==> src/design/cam_pkg.sv <==
// Shared types and constants for the connect allowlist rule matcher.
`default_nettype none
package cam_pkg;
  localparam int RULE_SLOTS = 16;
  localparam int SLOT_W = $clog2(RULE_SLOTS + 1);

  localparam logic [1:0] KIND_ADD = 2'd0;
  localparam logic [1:0] KIND_CHECK = 2'd1;
  localparam logic [1:0] KIND_CLEAR = 2'd2;

  localparam logic [1:0] FAM_V4 = 2'd1;
  localparam logic [1:0] FAM_V6 = 2'd2;

  localparam logic [2:0] FORM_ANY = 3'd0;
  localparam logic [2:0] FORM_V4 = 3'd1;
  localparam logic [2:0] FORM_V6 = 3'd2;
  localparam logic [2:0] FORM_LOOPBACK = 3'd3;
  localparam logic [2:0] FORM_V4_PREFIX = 3'd4;
  localparam logic [2:0] FORM_V6_PREFIX = 3'd5;

  localparam logic [31:0] MAPPED_TAG = 32'h0000ffff;

  typedef struct packed {
    logic [63:0] net_high;
    logic [63:0] net_low;
    logic [7:0]  prefix_len;
    logic [15:0] port;
    logic        all_ports;
    logic [2:0]  form;
  } rule_t;

  // Probe that travels down the chain during a check.
  typedef struct packed {
    logic        valid;
    logic        hit;
    logic [1:0]  family;
    logic [63:0] addr_high;
    logic [63:0] addr_low;
    logic [15:0] port;
  } probe_t;
endpackage
`default_nettype wire

==> src/design/cam_cell.sv <==
// One rule slot: holds a rule and tests the passing probe against it.
`default_nettype none
module cam_cell (
  input  wire              clk,
  input  wire              rst,
  input  wire              wr,
  input  cam_pkg::rule_t   rule_in,
  input  wire              active,
  input  cam_pkg::probe_t  probe_in,
  output cam_pkg::probe_t  probe_out
);
  cam_pkg::rule_t rule;
  logic [127:0] addr, net, mask;
  logic host_ok, port_ok, match;

  always_ff @(posedge clk) begin
    if (wr) rule <= rule_in;
  end

  always_comb begin
    if (probe_in.family == cam_pkg::FAM_V4)
      addr = {64'd0, cam_pkg::MAPPED_TAG, probe_in.addr_low[31:0]};
    else
      addr = {probe_in.addr_high, probe_in.addr_low};
    net = {rule.net_high, rule.net_low};
    mask = ~(128'h0) << (8'd128 - rule.prefix_len);
    host_ok = 1'b0;
    case (rule.form)
      cam_pkg::FORM_ANY: host_ok = 1'b1;
      cam_pkg::FORM_V4: host_ok = probe_in.family == cam_pkg::FAM_V4 &&
        {32'd0, probe_in.addr_low[31:0]} == rule.net_low;
      cam_pkg::FORM_V6: host_ok = probe_in.family == cam_pkg::FAM_V6 &&
        probe_in.addr_high == rule.net_high && probe_in.addr_low == rule.net_low;
      cam_pkg::FORM_LOOPBACK:
        if (probe_in.family == cam_pkg::FAM_V4)
          host_ok = probe_in.addr_low[31:24] == 8'd127;
        else if (probe_in.family == cam_pkg::FAM_V6)
          host_ok = probe_in.addr_high == 64'd0 && probe_in.addr_low == 64'd1;
      cam_pkg::FORM_V4_PREFIX, cam_pkg::FORM_V6_PREFIX:
        host_ok = (probe_in.family == cam_pkg::FAM_V4 ||
                   probe_in.family == cam_pkg::FAM_V6) &&
                  rule.prefix_len != 8'd0 && rule.prefix_len <= 8'd128 &&
                  ((addr ^ net) & mask) == 128'd0;
      default: host_ok = 1'b0;
    endcase
    port_ok = rule.all_ports || rule.port == probe_in.port;
    match = active && host_ok && port_ok;
  end

  always_ff @(posedge clk) begin
    if (rst) begin
      probe_out.valid <= 1'b0;
    end else begin
      probe_out.valid <= probe_in.valid;
    end
    probe_out.hit <= probe_in.hit || (probe_in.valid && match);
    probe_out.family <= probe_in.family;
    probe_out.addr_high <= probe_in.addr_high;
    probe_out.addr_low <= probe_in.addr_low;
    probe_out.port <= probe_in.port;
  end
endmodule
`default_nettype wire

==> config.mk <==
export PLATFORM = sky130hd
export DESIGN_NAME = cam_cell
export DESIGN_NICKNAME = d
export VERILOG_FILES = /design/src/design/cam_pkg.sv /design/src/design/cam_cell.sv
export SDC_FILE = /design/constraint.sdc
export NUM_CORES = 1
export LEC_CHECK = 0
export BUFFER_PORTS_ARGS = -buffer_cell sky130_fd_sc_hd__buf_2
export CORE_ASPECT_RATIO = 0.7
export CORE_MARGIN = 5
export CORE_UTILIZATION = 51
export CTS_CLUSTER_SIZE = 24
export DETAILED_ROUTE_END_ITERATION = 12
export PLACE_DENSITY = 0.8
export SETUP_SLACK_MARGIN = 0.05
export SLEW_MARGIN = 0
export SYNTH_ARGS = -nofsm -noshare
export SYNTH_HDL_FRONTEND = slang
export SYNTH_SLANG_ARGS = --single-unit
==> constraint.sdc <==
create_clock -name clk -period 3.6 [get_ports clk]
set_input_delay 0.36 -clock clk [delete_from_list [all_inputs] [get_ports clk]]
set_output_delay 0.36 -clock clk [all_outputs]
set_load 0.005 [all_outputs]
# Word-level counts from Yosys, hierarchy flattened
# Index checks and enable logic that the tools add are counted.
totals:
  rom_bits: 0
  mem_count: 0
  latchBits: 0
  ram_bits: 0
  input_bits: 308
  output_inout_bits: 148
  register_bits: 304
classes:
  n_mux: 4
  n_mul: 0
  shift: 1
  reduce_logical: 18
  n_bitwise: 2
  div: 0
  magnitude_cmp: 1
  n_eq_ne: 13
  n_addsub: 1
op_table:
  columns: ["cell", "n"]
  rows:
  - ["bitwise AND 128 bit", 1]
  - ["equality test 64 bit", 2]
  - ["zero test 128 bit", 1]
  - ["2-to-1 mux 128 bit", 1]
  - ["<< shifter 128 x 8 -> 128 bit (first input constant)", 1]
  - ["bitwise XOR 128 bit", 1]
  - ["equality test 32 x 64 -> 1 bit", 1]
  - ["equality test 64 x 1 -> 1 bit (second input constant)", 1]
  - ["zero test 64 bit", 1]
  - ["equality test 16 bit", 1]
  - ["logical AND 1 bit", 10]
  - ["equality test 8 x 7 -> 1 bit (second input constant)", 1]
  - ["less-or-equal comparator 8 bit (second input constant)", 1]
  - ["nonzero test 8 bit", 1]
  - ["subtractor 8 bit (first input constant)", 1]
  - ["equality test 3 x 2 -> 1 bit (second input constant)", 2]
  - ["equality test 3 bit (second input constant)", 2]
  - ["one-hot mux 1 bit (5 select lines)", 1]
  - ["equality test 3 x 1 -> 1 bit (second input constant)", 1]
  - ["zero test 3 bit", 1]
  - ["logical OR 1 bit", 3]
  - ["equality test 2 x 1 -> 1 bit (second input constant)", 1]
  - ["equality test 2 bit (second input constant)", 1]
  - ["2-to-1 mux 1 bit", 2]
  - ["OR reduction 2 bit", 1]

# Logic depth before layout (Yosys ltp)
# Gate-level depths: netlist of run 1.
depth:
  ltp_word: 11
  mapped_depth: 16
  mapped_depth_nobuf: 13

# Least setup slack after synthesis of run 1
# No wires, ideal clock.
synth_path:
  path_kind: "reg-to-reg"
  from: "reg rule[21] in the netlist's numbering"
  to: "reg probe_out[146] in the netlist's numbering"
  path_slack_ns: 0.290
  synth_period_minus_slack_ns: 3.310
  path_stages_with_launch: 14
  n_path_buf: 0
  setup_ns: 0.079
  arrival_ns: 3.231
  cell_sequence: "edfxtp_1 -> inv_1 -> ha_1 -> inv_1 -> ha_1 -> clkinv_1 -> nand2_1 -> o21ai_1 -> a21oi_1 -> or4_1 -> nor4_1 -> a31oi_1 -> o311a_1 -> a211oi_2"
synth_between:
  elab_chain_len: 10
  elab_cells_between_ends: 14
synth_lines:
  columns: ["item", "line_no", "source"]
  rows:
  - ["start, declared", "cam_cell.sv:12", "cam_pkg::rule_t rule;"]
  - ["start signal, assigned", "cam_cell.sv:17", "if (wr) rule <= rule_in;"]
  - ["subtractor 8 bit", "cam_cell.sv:26", "mask = ~(128'h0) << (8'd128 - rule.prefix_len);"]
  - ["<< shifter 128 x 8 -> 128 bit", "cam_cell.sv:26", null]
  - ["bitwise AND 128 bit", "cam_cell.sv:43", "((addr ^ net) & mask) == 128'd0;"]
  - ["zero test 128 bit", "cam_cell.sv:43", null]
  - ["logical AND 1 bit *", "cam_cell.sv:42", "rule.prefix_len != 8'd0 && rule.prefix_len <= 8'd128 &&"]
  - ["one-hot mux 1 bit (5 select lines) *", "cam_cell.sv:28", "case (rule.form)"]
  - ["logical AND 1 bit * (2 in series)", "cam_cell.sv:47", "match = active && host_ok && port_ok;"]
  - ["logical AND 1 bit *", "cam_cell.sv:56", "probe_out.hit <= probe_in.hit || (probe_in.valid && match);"]
  - ["logical OR 1 bit *", "cam_cell.sv:56", null]
  - ["end, declared", "cam_cell.sv:10", "output cam_pkg::probe_t probe_out"]
# Mark *: on every way between the ends. The rest lies on a longest branch, timed or not.
# A chain may end at the register's enable or synchronous reset.

# Final worst setup path of run 1
layout_path:
  from: "in probe_in[145] in the netlist's numbering"
  to: "reg probe_out[146] in the netlist's numbering"
layout_between:
  elab_chain_len: 11
  elab_cells_between_ends: 20
layout_lines:
  columns: ["item", "line_no", "source"]
  rows:
  - ["start, declared", "cam_cell.sv:9", "input cam_pkg::probe_t probe_in,"]
  - ["equality test 2 x 1 -> 1 bit", null, null]
  - ["2-to-1 mux 128 bit", "cam_cell.sv:21", "if (probe_in.family == cam_pkg::FAM_V4)"]
  - ["bitwise XOR 128 bit", "cam_cell.sv:43", null]
  - ["bitwise AND 128 bit", "cam_cell.sv:43", null]
  - ["zero test 128 bit", "cam_cell.sv:43", null]
  - ["logical AND 1 bit", "cam_cell.sv:42", null]
  - ["one-hot mux 1 bit (5 select lines) *", "cam_cell.sv:28", null]
  - ["logical AND 1 bit * (2 in series)", "cam_cell.sv:47", null]
  - ["logical AND 1 bit *", "cam_cell.sv:56", null]
  - ["logical OR 1 bit *", "cam_cell.sv:56", null]
# Marks and branches as above.

==> results.md, run 1 <==
- The die covers 30600 um2.
- The number of filler instances in the final layout is 1525.
- The worst path meets setup with 0.0521 ns of slack.
- In this run the clock root is driven by a sky130_fd_sc_hd__clkbuf_16.
- Walking the worst path, the cells encountered are dlygate4sd3_1, buf_2, inv_1, ha_4, buf_4, clkinv_1, nor2_1, a21o_1, a22oi_1, or4_1, nor4_1, a311oi_1, o311a_1, a211oi_2.
- The routability congestion estimate from global placement is 1.04.
- The clock passes through at most 3 buffers.
- The overall die width is 207 um.
- The number of nets handed over by synthesis was 1551.
- Wires add up to 70000 um.
- The endpoint identified for the worst register-to-register timing path is probe_out[146].
- Based on the critical path, the design can be clocked at up to 282 MHz.
- The number of H-tree branching levels is 1.
- The compound-gate portion of the synthesized area is 11.6%.
- Compared with the post-synthesis result, the final layout area differs by 48.3%.
- The depth of the critical timing path with buffers and inverters included is 14.
- The worst hold path begins at rule_in[135].
- The number of I/O pins is 456.
- After clock tree synthesis, the clock-pin slew on the worst setup and hold paths is 0.08 ns.
- The max-capacitance violation count is 0.
- The mux share of post-synthesis cell area is 0.0814%.
- The standard cell core area is 26700 um2.
- Global routing finished with a remaining overflow of 0.
- Final hold analysis gives a worst-case slack of 0.0110 ns.
- The port buffer count is 455.
- Of the available clock period, the critical path in the final layout requires 98.6%.
- Summing every instance area after synthesis gives 13800 um2.
- At the later pin of the worst-skew pair, clock insertion delay measures 0.56 ns.
- The cell leakage power is 8.34 nW.
- The share of the synthesized area in the top cell type is 33.9%.
- The top flip-flop cell by instance count after synthesis is sky130_fd_sc_hd__edfxtp_1.
- The critical path contains buffers and inverters numbering 5 combined.
- The worst setup path is captured at a flip-flop.
- The worst setup path is launched from an input port.
- The overall power is 9.27 mW.
- The number of cells on the worst reg-to-reg path is 12.
- The number of antenna violations at the first check in global routing came to 11.
- The post-route non-filler standard cell count is 2398.
- Summing the areas of all fa, ha and maj instances in the mapped netlist gives 0.796% of the synthesized area.
- The number of antenna-violating nets in the routed design is 0.
- The die extent in y is 148 um.
- Counting instances in the post-synthesis netlist gives the leading cell types as sky130_fd_sc_hd__edfxtp_1 (156), sky130_fd_sc_hd__dfxtp_1 (148), sky130_fd_sc_hd__xnor2_1 (133), sky130_fd_sc_hd__nor2_1 (116), sky130_fd_sc_hd__xor2_1 (85).
- Setup repair after global routing left no endpoint under its margin.
- In the post-synthesis netlist, the cell with the most instances is sky130_fd_sc_hd__edfxtp_1.
- At the pin with the least slew margin, the transition time is 0.894 ns.
- The detailed-router iteration count before antenna repair is 7.
- Cells with a size suffix above 1 make up 28.4% of the layout.
- The xor-xnor portion of the synthesized cell area is 13.9%.
- After detailed routing, the number of vias per cell comes to 6.28.
- The number of buffers created by CTS is 26.
- For flop-to-flop paths, the worst setup slack is 0.16 ns.
- The power density of the placed cells is 452 nW/um2.
- The maximum vdd ir drop is 0.504 mV.
- Counting flops with an async set or reset pin after synthesis yields a share of 0%.
- By area, the combinational part of the netlist is dominated by simple AND/OR/NAND/NOR gates.
- The delay of the slowest cell on the worst path is 0.62 ns.
- The count of distinct cell types in the synthesized netlist is 81.
- The setup clock skew after layout is 0.00992 ns.
- The critical path class is input port to flip-flop.
- The first-pass GRT wire length is 99000 um.
- The path with the worst hold slack has its endpoint at net[107].
- The worst-case headroom to the max-slew limit is 40.0%.
- The startpoint of the most critical register-to-register path is rule[21].
- The HPWL after detailed placement is 47500 um.
- In the post-synthesis netlist, the biggest area contributors are sky130_fd_sc_hd__edfxtp_1 (34%), sky130_fd_sc_hd__dfxtp_1 (21%), sky130_fd_sc_hd__xnor2_1 (8.4%).
- The number of enable-type register cells in the synthesized netlist is 156.
- The initialized floorplan defines 50 standard-cell rows.
- The cell count after synthesis came out at 1235.
- The simple-gate share of the synthesized area is 16.6%.
- The post-route setup TNS is 0 ns.
- Counting instances, the worst hold path has a depth of 1.
- Of all nets on the critical path, the largest fanout is 12.
- On the critical path the largest part of the delay comes from simple AND/OR/NAND/NOR gates.
- Across every metal layer, demand over resource in global routing totals 43.8%.
- The final layout contains 2324 nets.
- The number of max-slew violations in the final report came to 0.
- In this run, synthesis produced a sequential element count of 304.
- The sequential area share after synthesis is 55.3%.
- CTS saw 304 sinks.
- The largest net degree at the start of global routing is 78.
- The warning count from the yosys run is 0.
- Data arrives at the worst endpoint at 4.04 ns.
- Setup violations remaining at the end of the flow were counted as 0.
- The worst setup slack after placement is 0.135 ns.
- In this run, the number of DRC markers left after iteration 0 of detailed routing was 2438.
- The flow ran to the end, and the final reports show no timing, DRC or antenna violations.
- The largest individual stage delay along the critical path comes from the cell sky130_fd_sc_hd__or4_1.
- The number of hold violations in the final report is 0.
- In this run, placement finished with an instance count of 2077.
- Detailed routing inserted a total of 15.1k vias.
- The CTS tree is built.
- The number of global-route vias before repair was 14.9k.
- Summed over all instances, the cell type with the most area after synthesis is sky130_fd_sc_hd__edfxtp_1.
- STA puts the critical path data required time at 4.09 ns.
- For the finished layout, the period the worst path requires is 3.55 ns.
- The initial utilization of the core area, before any placement, comes to 51.8%.
- The path type of the worst min-delay path is input port to flip-flop.
- The residual DRC count is 0.
- The detail-routed net length per standard cell is 29.2 um.
- In this run the mean area of a mapped cell was 11.2 um2.
-- logic make-up after synthesis --
| group | after synthesis |
|---|---|
| AO/OA/AOI/OAI | 230 |
| XOR/XNOR | 219 |
| adder cells (fa/ha/maj) | 9 |
| buffers and inverters | 51 |
| flip-flops | 304 |
| multiplexers | 1 |
| AND/OR/NAND/NOR | 421 |
-- what timing repair did --
action,in CTS,in global routing
hold buffers,263,0
gates resized for setup,0,13
buffers inserted,0,4
hold endpoints to repair,263,0
endpoints found under the setup margin,0,1
-- state kept, by name, indices dropped and copies added, names as in the netlist --
name	cells
rule	28
probe_out	148
net	128
-- worst max path at each step --
stage                     slack, ns        endpoint          start
after detailed placement       0.14  probe_out[146]       rule[21]
after global routing           0.07  probe_out[146]       rule[21]
after global placement         0.20  probe_out[146]       rule[22]
final                          0.05  probe_out[146]  probe_in[145]
after floorplan                0.29  probe_out[146]       rule[21]
after CTS                      0.11  probe_out[146]       rule[22]
-- where the power goes --
| group | switching, mW | internal [mW] |
|---|---|---|
| sequential | 0.231 | 3.89 |
| clock | 1.37 | 1.73 |
| combinational | 1.18 | 0.869 |
-- worst reg2reg max path: cells and delay by family (launching register included) --
kind	cells	cell delay (ns)
flip-flops	1	0.41
AND/OR/NAND/NOR	1	0.36
buffers and inverters	4	0.59
AO/OA/AOI/OAI	5	1.49
adder cells (fa/ha/maj)	2	0.52
-- stage by stage --
step	utilization, %	instance area [um2]
after floorplan	-	13800
after global placement	63.1	16900
after detailed placement	63.1	16900
after CTS	76.4	20400
after global routing	76.8	20500
final	76.8	20500
-- area by class of cell --
type | count | area, um2 | area share [%]
flip-flops and latches | 304 | 7650 | 37.3
multi-input cells | 880 | 6000 | 29.2
repair buffers | 770 | 5370 | 26.2
clock buffers | 39 | 823 | 4.02
well taps | 364 | 455 | 2.22
inverters | 26 | 101 | 0.494
clock inverters | 9 | 96.3 | 0.470
diodes | 6 | 15.0 | 0.0732
-- placed cells by master, fill, tap and decap left out, types with 20 or more instances in the layout --
| master | n |
|---|---|
| sky130_fd_sc_hd__nor2b_1 | 49 |
| sky130_fd_sc_hd__a31oi_1 | 20 |
| sky130_fd_sc_hd__xnor2_1 | 132 |
| sky130_fd_sc_hd__edfxtp_1 | 156 |
| sky130_fd_sc_hd__nand4_1 | 39 |
| sky130_fd_sc_hd__dfxtp_1 | 148 |
| sky130_fd_sc_hd__nor2_1 | 115 |
| sky130_fd_sc_hd__o21ai_0 | 42 |
| sky130_fd_sc_hd__o32ai_1 | 21 |
| sky130_fd_sc_hd__inv_1 | 23 |
| sky130_fd_sc_hd__a21oi_1 | 33 |
| sky130_fd_sc_hd__dlygate4sd3_1 | 263 |
| sky130_fd_sc_hd__nand3_1 | 24 |
| sky130_fd_sc_hd__nand2b_1 | 26 |
| sky130_fd_sc_hd__nand2_1 | 54 |
| sky130_fd_sc_hd__clkbuf_16 | 29 |
| sky130_fd_sc_hd__nor4_1 | 53 |
| sky130_fd_sc_hd__buf_2 | 454 |
| sky130_fd_sc_hd__buf_4 | 47 |
| sky130_fd_sc_hd__xor2_1 | 85 |
-- metal layers --
metal	wire (um)	track usage, %	up-vias
met1	24900	56.9	7124
met3	10600	16.7	288
met2	31100	67.8	1509
met4	3320	15.1	8
li1	-	-	6137
met5	58	0	-
(Power assumes the default switching activity.)
==> run 2: changes to the inputs <==
--- a/config.mk
+++ b/config.mk
@@ -5,13 +5,15 @@
 export SDC_FILE = /design/constraint.sdc
 export NUM_CORES = 1
 export LEC_CHECK = 0
+export ABC_AREA = 1
 export BUFFER_PORTS_ARGS = -buffer_cell sky130_fd_sc_hd__buf_2
 export CORE_ASPECT_RATIO = 0.7
 export CORE_MARGIN = 5
 export CORE_UTILIZATION = 51
 export CTS_CLUSTER_SIZE = 24
 export DETAILED_ROUTE_END_ITERATION = 12
-export PLACE_DENSITY = 0.8
+export PLACE_DENSITY = 0.81
+export RECOVER_POWER = 100
 export SETUP_SLACK_MARGIN = 0.05
 export SLEW_MARGIN = 0
 export SYNTH_ARGS = -nofsm -noshare
==> results.md, run 2 <==
- The synthesized design spends more area on one cell type than any other, namely sky130_fd_sc_hd__edfxtp_1.
- The largest net degree at the start of global routing is 89.
- The checks that failed: capacitance limit, slew limit.
- The top cell types in the final layout, fill and taps aside, are sky130_fd_sc_hd__nand2_1 (395), sky130_fd_sc_hd__dlygate4sd3_1 (299), sky130_fd_sc_hd__clkbuf_1 (296), sky130_fd_sc_hd__buf_2 (164), sky130_fd_sc_hd__edfxtp_1 (156).
- At the later pin of the worst-skew pair, clock insertion delay measures 0.58 ns.
- Clock-pin slew was measured on the worst setup and hold paths at 0.08 ns.
- The kind of end point of the critical path is a flip-flop.
- Using the TritonRoute via totals, the vias-per-cell ratio works out to 5.95.
- The post-route setup TNS is 0 ns.
- Subtracting the final worst setup slack from the clock period gives 3.42 ns.
- Buffers placed on the I/O ports in this run total 455.
- The total number of vias is 15.1k.
- The number of filler instances in the final layout is 1719.
- Synthesis instantiated 33 different standard cells from the library.
- The synthesis-to-finish area growth is 46.7%.
- The warning count from the yosys run is 0.
- The starting utilization of the core area is 51.9%.
- Leaving out fill and tap cells, the most frequent cell in the layout is sky130_fd_sc_hd__nand2_1.
- The number of hold violations in the final report is 0.
- Of the available clock period, the critical path in the final layout requires 95.1%.
- For this design the top-level I/O count stands at 456.
- STA puts the critical path data arrival time at 3.96 ns.
- The critical path is of the input port to flip-flop type.
- The number of global-route vias before repair is 14.9k.
- The post-route netlist has 11.0% of its cells at a drive strength greater than 1.
- The number of H-tree branching levels is 1.
- The measured slew at the worst slew-check pin is 1.77 ns.
- Counting the buffers created by CTS gives 27.
- The placement row count is 49.
- TritonCTS built the clock tree.
- Across all setup checks in the final design, the least slack found is 0.175 ns.
- The maximum fanout encountered on the critical timing path is 26.
- In this run the cell area of the synthesized design comes to 13400 um2.
- In this run the worst setup path begins at probe_in[145].
- The number of antenna violations at the first check in global routing came to 10.
- The number of nets handed over by synthesis was 1716.
- The die is 203 um wide.
- The total die area is 29600 um2.
- The number of nets in the layout is 2485.
- The critical path endpoint is probe_out[146].
- The worst setup slack after placement is 0.357 ns.
- The detailed-router iteration count before antenna repair is 9.
- The flip-flop and latch count after synthesis is 304.
- In the synthesized netlist the async set-or-reset flop fraction comes to 0%.
- The total routed wirelength is 67800 um.
- Once detail routing completed, the nets flagged for antenna violations numbered 0.
- The maximum root-to-sink buffer count is 3.
- The clock tree root driver cell is sky130_fd_sc_hd__clkbuf_16.
- Setup repair after global routing left no endpoint under its margin.
- Counting flops per register, the top entry is probe_out.
- The library cell with the highest instance count after synthesis is sky130_fd_sc_hd__nand2_1.
- The worst-case headroom to the max-slew limit is -18.2%.
- The die extent in y is 145 um.
- The number of max-slew violations in the final report is 33.
- The sequential cell area is 7650 um2.
- The total setup buffers inserted after CTS is 0.
- The number of enable-type register cells in the synthesized netlist is 156.
- For this run, the leading register cell type out of synthesis is sky130_fd_sc_hd__edfxtp_1.
- Dividing the detail-routed wire length by the instance count gives 26.8 um.
- At the worst endpoint, the required time is 4.13 ns.
- Overall power consumption after layout is estimated at 9.05 mW.
- The clock sink count is 304.
- Counting tap cells, the placed design contains a total of 2172 instances.
- The cell count after synthesis is 1400.
- Across the VDD grid, the largest voltage drop is 0.346 mV.
- The worst register-to-register path begins at rule[20].
- The path type of the worst min-delay path is input port to flip-flop.
- Yosys attributes the largest share of cell area to sky130_fd_sc_hd__edfxtp_1 (35%), sky130_fd_sc_hd__dfxtp_1 (22%), sky130_fd_sc_hd__nand2_1 (11%).
- The residual DRC count is 0.
- Dividing total power by cell area gives a power density of 462 nW/um2.
- For this run, the register share of the synthesized area comes to 57.2%.
- Setup violations remaining at the end of the flow were counted as 0.
- The cell leakage power is 8.31 nW.
- On the final layout, the worst clock skew is 0.0123 ns.
- The standard cell core area is 25700 um2.
- The routability congestion estimate from global placement is 1.02.
- The first routing iteration left 2575 violations.
- The HPWL after detailed placement is 43300 um.
- The depth of the most critical reg-to-reg path is 21.
- For this run, the total global-route usage over all layers was measured as 43.2%.
- The maximum frequency from static timing analysis is 292 MHz.
- For this run the aggregate overflow at the end of global routing stands at 0.
- The sort of element at the start of the critical path is an input port.
- The endpoint of the worst register-to-register path is probe_out[146].
- The flow ran to the end, but the final reports show violations.
- Setup slack on the worst reg-to-reg path comes out at 0.26 ns.
- In this run the mean area of a mapped cell was 9.55 um2.
- In this run the biggest area consumer among cell types represents 35.1% of the synthesized area.
- The max-capacitance violation count is 1.
- The worst hold margin is 0.115 ns.
- The register with the most flip-flops in the layout has 148 of them.
- The first global-routing pass estimated 96500 um of wire.
- Sorting the synthesized cells by how often they occur yields sky130_fd_sc_hd__nand2_1 (396), sky130_fd_sc_hd__edfxtp_1 (156), sky130_fd_sc_hd__dfxtp_1 (148), sky130_fd_sc_hd__xor2_1 (118), sky130_fd_sc_hd__nor2_1 (113).
- Once layout is complete, the cells apart from fillers number 2532.
- The multi-input combinational cells in the finished layout cover a total of 5220 um2.
run 2: cell types whose count changed in the layout (fill, tap and decap cells not counted), sizes merged, moves of 49 or more:
cell	change
xnor2	-52
buf	-325
nand3	+51
clkbuf	+289
nor2b	-49
inv	+69
nand2	+345
run 2: worst max-delay path, cell delays in order:
cell                            delay [ns]
sky130_fd_sc_hd__dlygate4sd3_1        0.53
sky130_fd_sc_hd__clkbuf_1             0.26
sky130_fd_sc_hd__inv_1                0.12
sky130_fd_sc_hd__ha_1                 0.35
sky130_fd_sc_hd__inv_2                0.47
sky130_fd_sc_hd__nand2_1              0.19
sky130_fd_sc_hd__xor2_1               0.24
sky130_fd_sc_hd__inv_1                0.24
sky130_fd_sc_hd__nand2_1              0.08
sky130_fd_sc_hd__inv_1                0.06
sky130_fd_sc_hd__nand2_1              0.05
sky130_fd_sc_hd__nor2_1               0.22
sky130_fd_sc_hd__nand2_1              0.08
sky130_fd_sc_hd__nor2_1               0.15
sky130_fd_sc_hd__nand2_1              0.07
sky130_fd_sc_hd__o21ai_1              0.15
sky130_fd_sc_hd__nand3_1              0.11
sky130_fd_sc_hd__nand2_1              0.07
sky130_fd_sc_hd__nand2_1              0.04
sky130_fd_sc_hd__nand2_1              0.08
run 2: report_power, final:
group | internal [mW] | leakage [nW] | switching [mW]
clock | 1.61 | 0.438 | 1.47
combinational | 0.713 | 5.10 | 1.20
sequential | 3.89 | 2.78 | 0.159
total | 6.22 | 8.31 | 2.83
run 2: final cells by class:
class	instances	area share, %
inverters	92	1.76
clock inverters	14	0.734
diodes	11	0.140
flip-flops and latches	304	39.0
well taps	331	2.11
multi-input cells	971	26.6
repair buffers	773	25.9
clock buffers	36	3.78
run 2: how the worst min path moves through the flow:
stage | to | depth (start not counted) | startpoint | slack (ns)
after CTS | probe_out[61] | 1 | probe_in[61] | 0.002
final | probe_out[139] | 1 | probe_in[139] | 0.12
after global routing | probe_out[139] | 1 | probe_in[139] | 0.09
after global placement | probe_out[11] | 1 | probe_in[11] | 0.49
after floorplan | probe_out[0] | 0 | probe_in[0] | 0.39
after detailed placement | probe_out[10] | 1 | probe_in[10] | 0.49
run 2: what timing repair did:
item                                    CTS  global route
hold endpoints to repair                298             0
endpoints found under the setup margin    0             1
gates resized for setup                   0             3
hold buffers                            299             0
run 2: cell families (layout without fill, tap and decap cells):
logic type,Yosys count,after routing,share of synthesized area (%)
fa+ha+maj,8,8,0.749
xor+xnor,199,199,13.0
flops,304,304,57.2
buf+inv,125,915,3.79
compound gates,83,83,3.45
simple gates,681,681,21.7
other cells,0,11,0
run 2: layer usage:
metal | track usage [%] | routed length (um) | up-vias
met5 | 0 | 83 | -
met3 | 16.8 | 10200 | 362
met1 | 55.7 | 24500 | 6958
met4 | 15.6 | 3640 | 4
met2 | 66.6 | 29500 | 1540
li1 | - | - | 6189
run 2: stage by stage:
| step | util [%] | cell area [um2] |
|---|---|---|
| detailed placement | 62.4 | 16100 |
| floorplan | - | 13400 |
| finish | 76.2 | 19600 |
| global placement | 62.4 | 16100 |
| CTS | 77.5 | 20000 |
| global route | 76.1 | 19600 |
==> run 3: changes to the inputs <==
==> constraint.sdc (replaced) <==
create_clock -name clk -period 3.7 [get_ports clk]
set_input_delay 0.37 -clock clk [delete_from_list [all_inputs] [get_ports clk]]
set_output_delay 0.37 -clock clk [all_outputs]
set_load 0.005 [all_outputs]
==> results.md, run 3 (same netlist as run 2, synthesis figures left out) <==
- The worst-case headroom to the max-slew limit is -107%.
- Setup repair after global routing left no endpoint under its margin.
- The overall die width is 203 um.
- The register with the most flip-flops in the final layout is probe_out.
- The layout has 1810 filler cells.
- The setup path with the least slack is of type input port to flip-flop.
- The detail-routed net length per standard cell is 25.5 um.
- The clock tree root driver cell is sky130_fd_sc_hd__clkbuf_16.
- The die covers 29600 um2.
- The floorplan step set the die height to 145 um.
- Global routing finished with a remaining overflow of 0.
- The sequential cell area is 7650 um2.
- In this run the register-to-register setup slack is 0.35 ns.
- The startpoint of the most critical register-to-register path is rule[20].
- The area occupied by multi-input gates is 5210 um2.
- The power density of the placed cells is 442 nW/um2.
- The synthesis-to-finish area growth is 44.0%.
- Data arrives at the worst endpoint at 3.66 ns.
- Counting buffers and inverters, the worst setup path is 2 cells deep.
- The run finished, with violations left.
- The number of antenna violations at the first check in global routing is 7.
- Of the available clock period, the critical path in the final layout requires 93.4%.
- The placement row count is 49.
- The first detailed-routing pass took 6 iterations.
- OpenSTA, run right after detailed placement, puts the worst setup slack at 0.494 ns.
- The post-route worst setup slack is 0.245 ns.
- The port buffer count is 455.
- The critical path goes through dlygate4sd2_1, clkbuf_4.
- The depth of the most critical reg-to-reg path is 21.
- The final layout contains 2452 nets.
- After detailed routing, the number of vias per cell comes to 5.72.
- CTS built an H-tree with a depth of 1.
- The number of hold violations in the final report is 0.
- The post-CTS resize count is 0.
- The setup clock skew after layout is 0.0151 ns.
- The clock sink count is 304.
- Across the VDD grid, the largest voltage drop is 0.401 mV.
- The initial utilization of the core area, before any placement, comes to 51.9%.
- Derived from the worst setup path, the maximum achievable clock frequency is 289 MHz.
- The first routing iteration left 1926 violations.
- The total placed cells including tap cells is 2166.
- The residual DRC count is 0.
- For this design, the CTS-stage hold fixing added 269 buffers.
- The delay of the slowest cell on the worst path is 2.30 ns.
- On the final layout, the worst hold slack is 0.0320 ns.
- The library cells used most frequently in the layout, excluding fill and tap cells, are sky130_fd_sc_hd__nand2_1 (396), sky130_fd_sc_hd__clkbuf_1 (300), sky130_fd_sc_hd__dlygate4sd3_1 (272), sky130_fd_sc_hd__edfxtp_1 (156), sky130_fd_sc_hd__buf_2 (154).
- Across every metal layer, demand over resource in global routing totals 41.2%.
- The routability congestion estimate from global placement is 1.05.
- In this run the worst path has a maximum fanout of 62.
- Setup violations remaining at the end of the flow were counted as 0.
- The first-pass GRT wire length is 91900 um.
- The count of cells in the finished layout, fillers not included, comes to 2492.
- 456 I/O pins were placed.
- The largest net degree at the start of global routing is 63.
- The utilization after layout is 74.7%.
- The endpoint identified for the worst register-to-register timing path is probe_out[146].
- The analysis attributes to cell leakage a power of 8.14 nW.
- Summing all placed instances gives a cell area of 16000 um2.
- The area of all placed cells without fillers is 19200 um2.
- Summed over all layers, the routed wires come to 63500 um.
- The count of buffering cells on the critical path with inverters included is 2.
- Max-cap violations in this run came to 1.
- The insertion delay to the later sink of the worst-skew pair is 0.56 ns.
- The number of global-route vias before repair was 14.5k.
- The smallest clock period supported by the final layout is computed as 3.45 ns.
- Detailed placement finished with a half-perimeter wire length of 42900 um.
- Counting the buffers created by CTS gives 27.
- The library cell used most frequently in the layout, excluding fill and tap cells, is sky130_fd_sc_hd__nand2_1.
- The kind of end point of the critical path is a flip-flop.
- The total setup buffers inserted after CTS is 0.
- After layout, the design draws a total of 8.50 mW.
- The total number of vias is 14.2k.
- The count of nets left with antenna violations once routing finished came out at 0.
- The final reports fail on capacitance limit, slew limit.
- The longest clock path from root to sink contains 3 buffers.
- The CTS tree is built.
- The number of max-slew violations in the final report is 62.
- On the critical path, the stage with the largest delay is an instance of sky130_fd_sc_hd__dlygate4sd2_1.
- The critical path ends at net[76].
- The data required time of the worst path is 3.91 ns.
- The worst hold path belongs to the class input port to flip-flop.
- The sort of element at the start of the critical path is an input port.
- The share of final-layout standard cells stronger than drive strength 1 is 10.3%.
- The clock-pin slew reported for the worst setup and hold paths after clock tree synthesis is 0.07 ns.
- The post-route setup TNS is 0 ns.
- The source of the critical timing path is wr.
- The standard cell core area is 25700 um2.
- The register with the most flip-flops in the layout has 148 of them.
- The measured slew at the worst slew-check pin is 3.10 ns.
- The cell family contributing the most delay on the critical path is buffers and inverters.
==> run 3: cell types whose count changed in the layout (fill, tap and decap cells not counted), sizes merged, moves of 2 or more <==
cell,delta
clkbuf,+4
clkinv,+2
buf,-14
diode,-7
dlygate4sd3,-27
==> run 3: cell type report <==
type,count,share of cell area (%)
flip-flops and latches,304,39.7
multi-input cells,971,27.1
clock inverters,17,0.592
inverters,92,1.79
diodes,4,0.0520
well taps,331,2.15
repair buffers,740,24.8
clock buffers,33,3.74
==> run 3: how the worst min path moves through the flow <==
stage	from	endpoint	slack (ns)	cells after the start
4_1_cts	probe_in[71]	probe_out[71]	0.001	1
6_report	rule_in[113]	net[85]	0.03	1
2_1_floorplan	probe_in[0]	probe_out[0]	0.40	0
5_1_grt	rule_in[113]	net[85]	0.03	1
3_3_place_gp	probe_in[13]	probe_out[13]	0.50	1
3_5_place_dp	probe_in[0]	probe_out[0]	0.50	1
==> run 3: where the power goes <==
part	internal [mW]	leakage (nW)	switching [mW]	total, mW
Sequential	3.79	2.78	0.144	3.93
Clock	1.46	0.413	1.33	2.79
Combinational	0.671	4.95	1.11	1.78
==> run 3: metal layers <==
| metal | GRT usage, % | vias to the layer above | share of wire (%) | wire length [um] |
|---|---|---|---|---|
| met1 | 51.4 | 6686 | 36 | 22900 |
| met3 | 19.2 | 235 | 15 | 9590 |
| met2 | 64.1 | 1203 | 45 | 28400 |
| met5 | 0 | - | 0.076 | 48 |
| li1 | - | 6117 | - | - |
| met4 | 12.7 | 8 | 4.0 | 2540 |
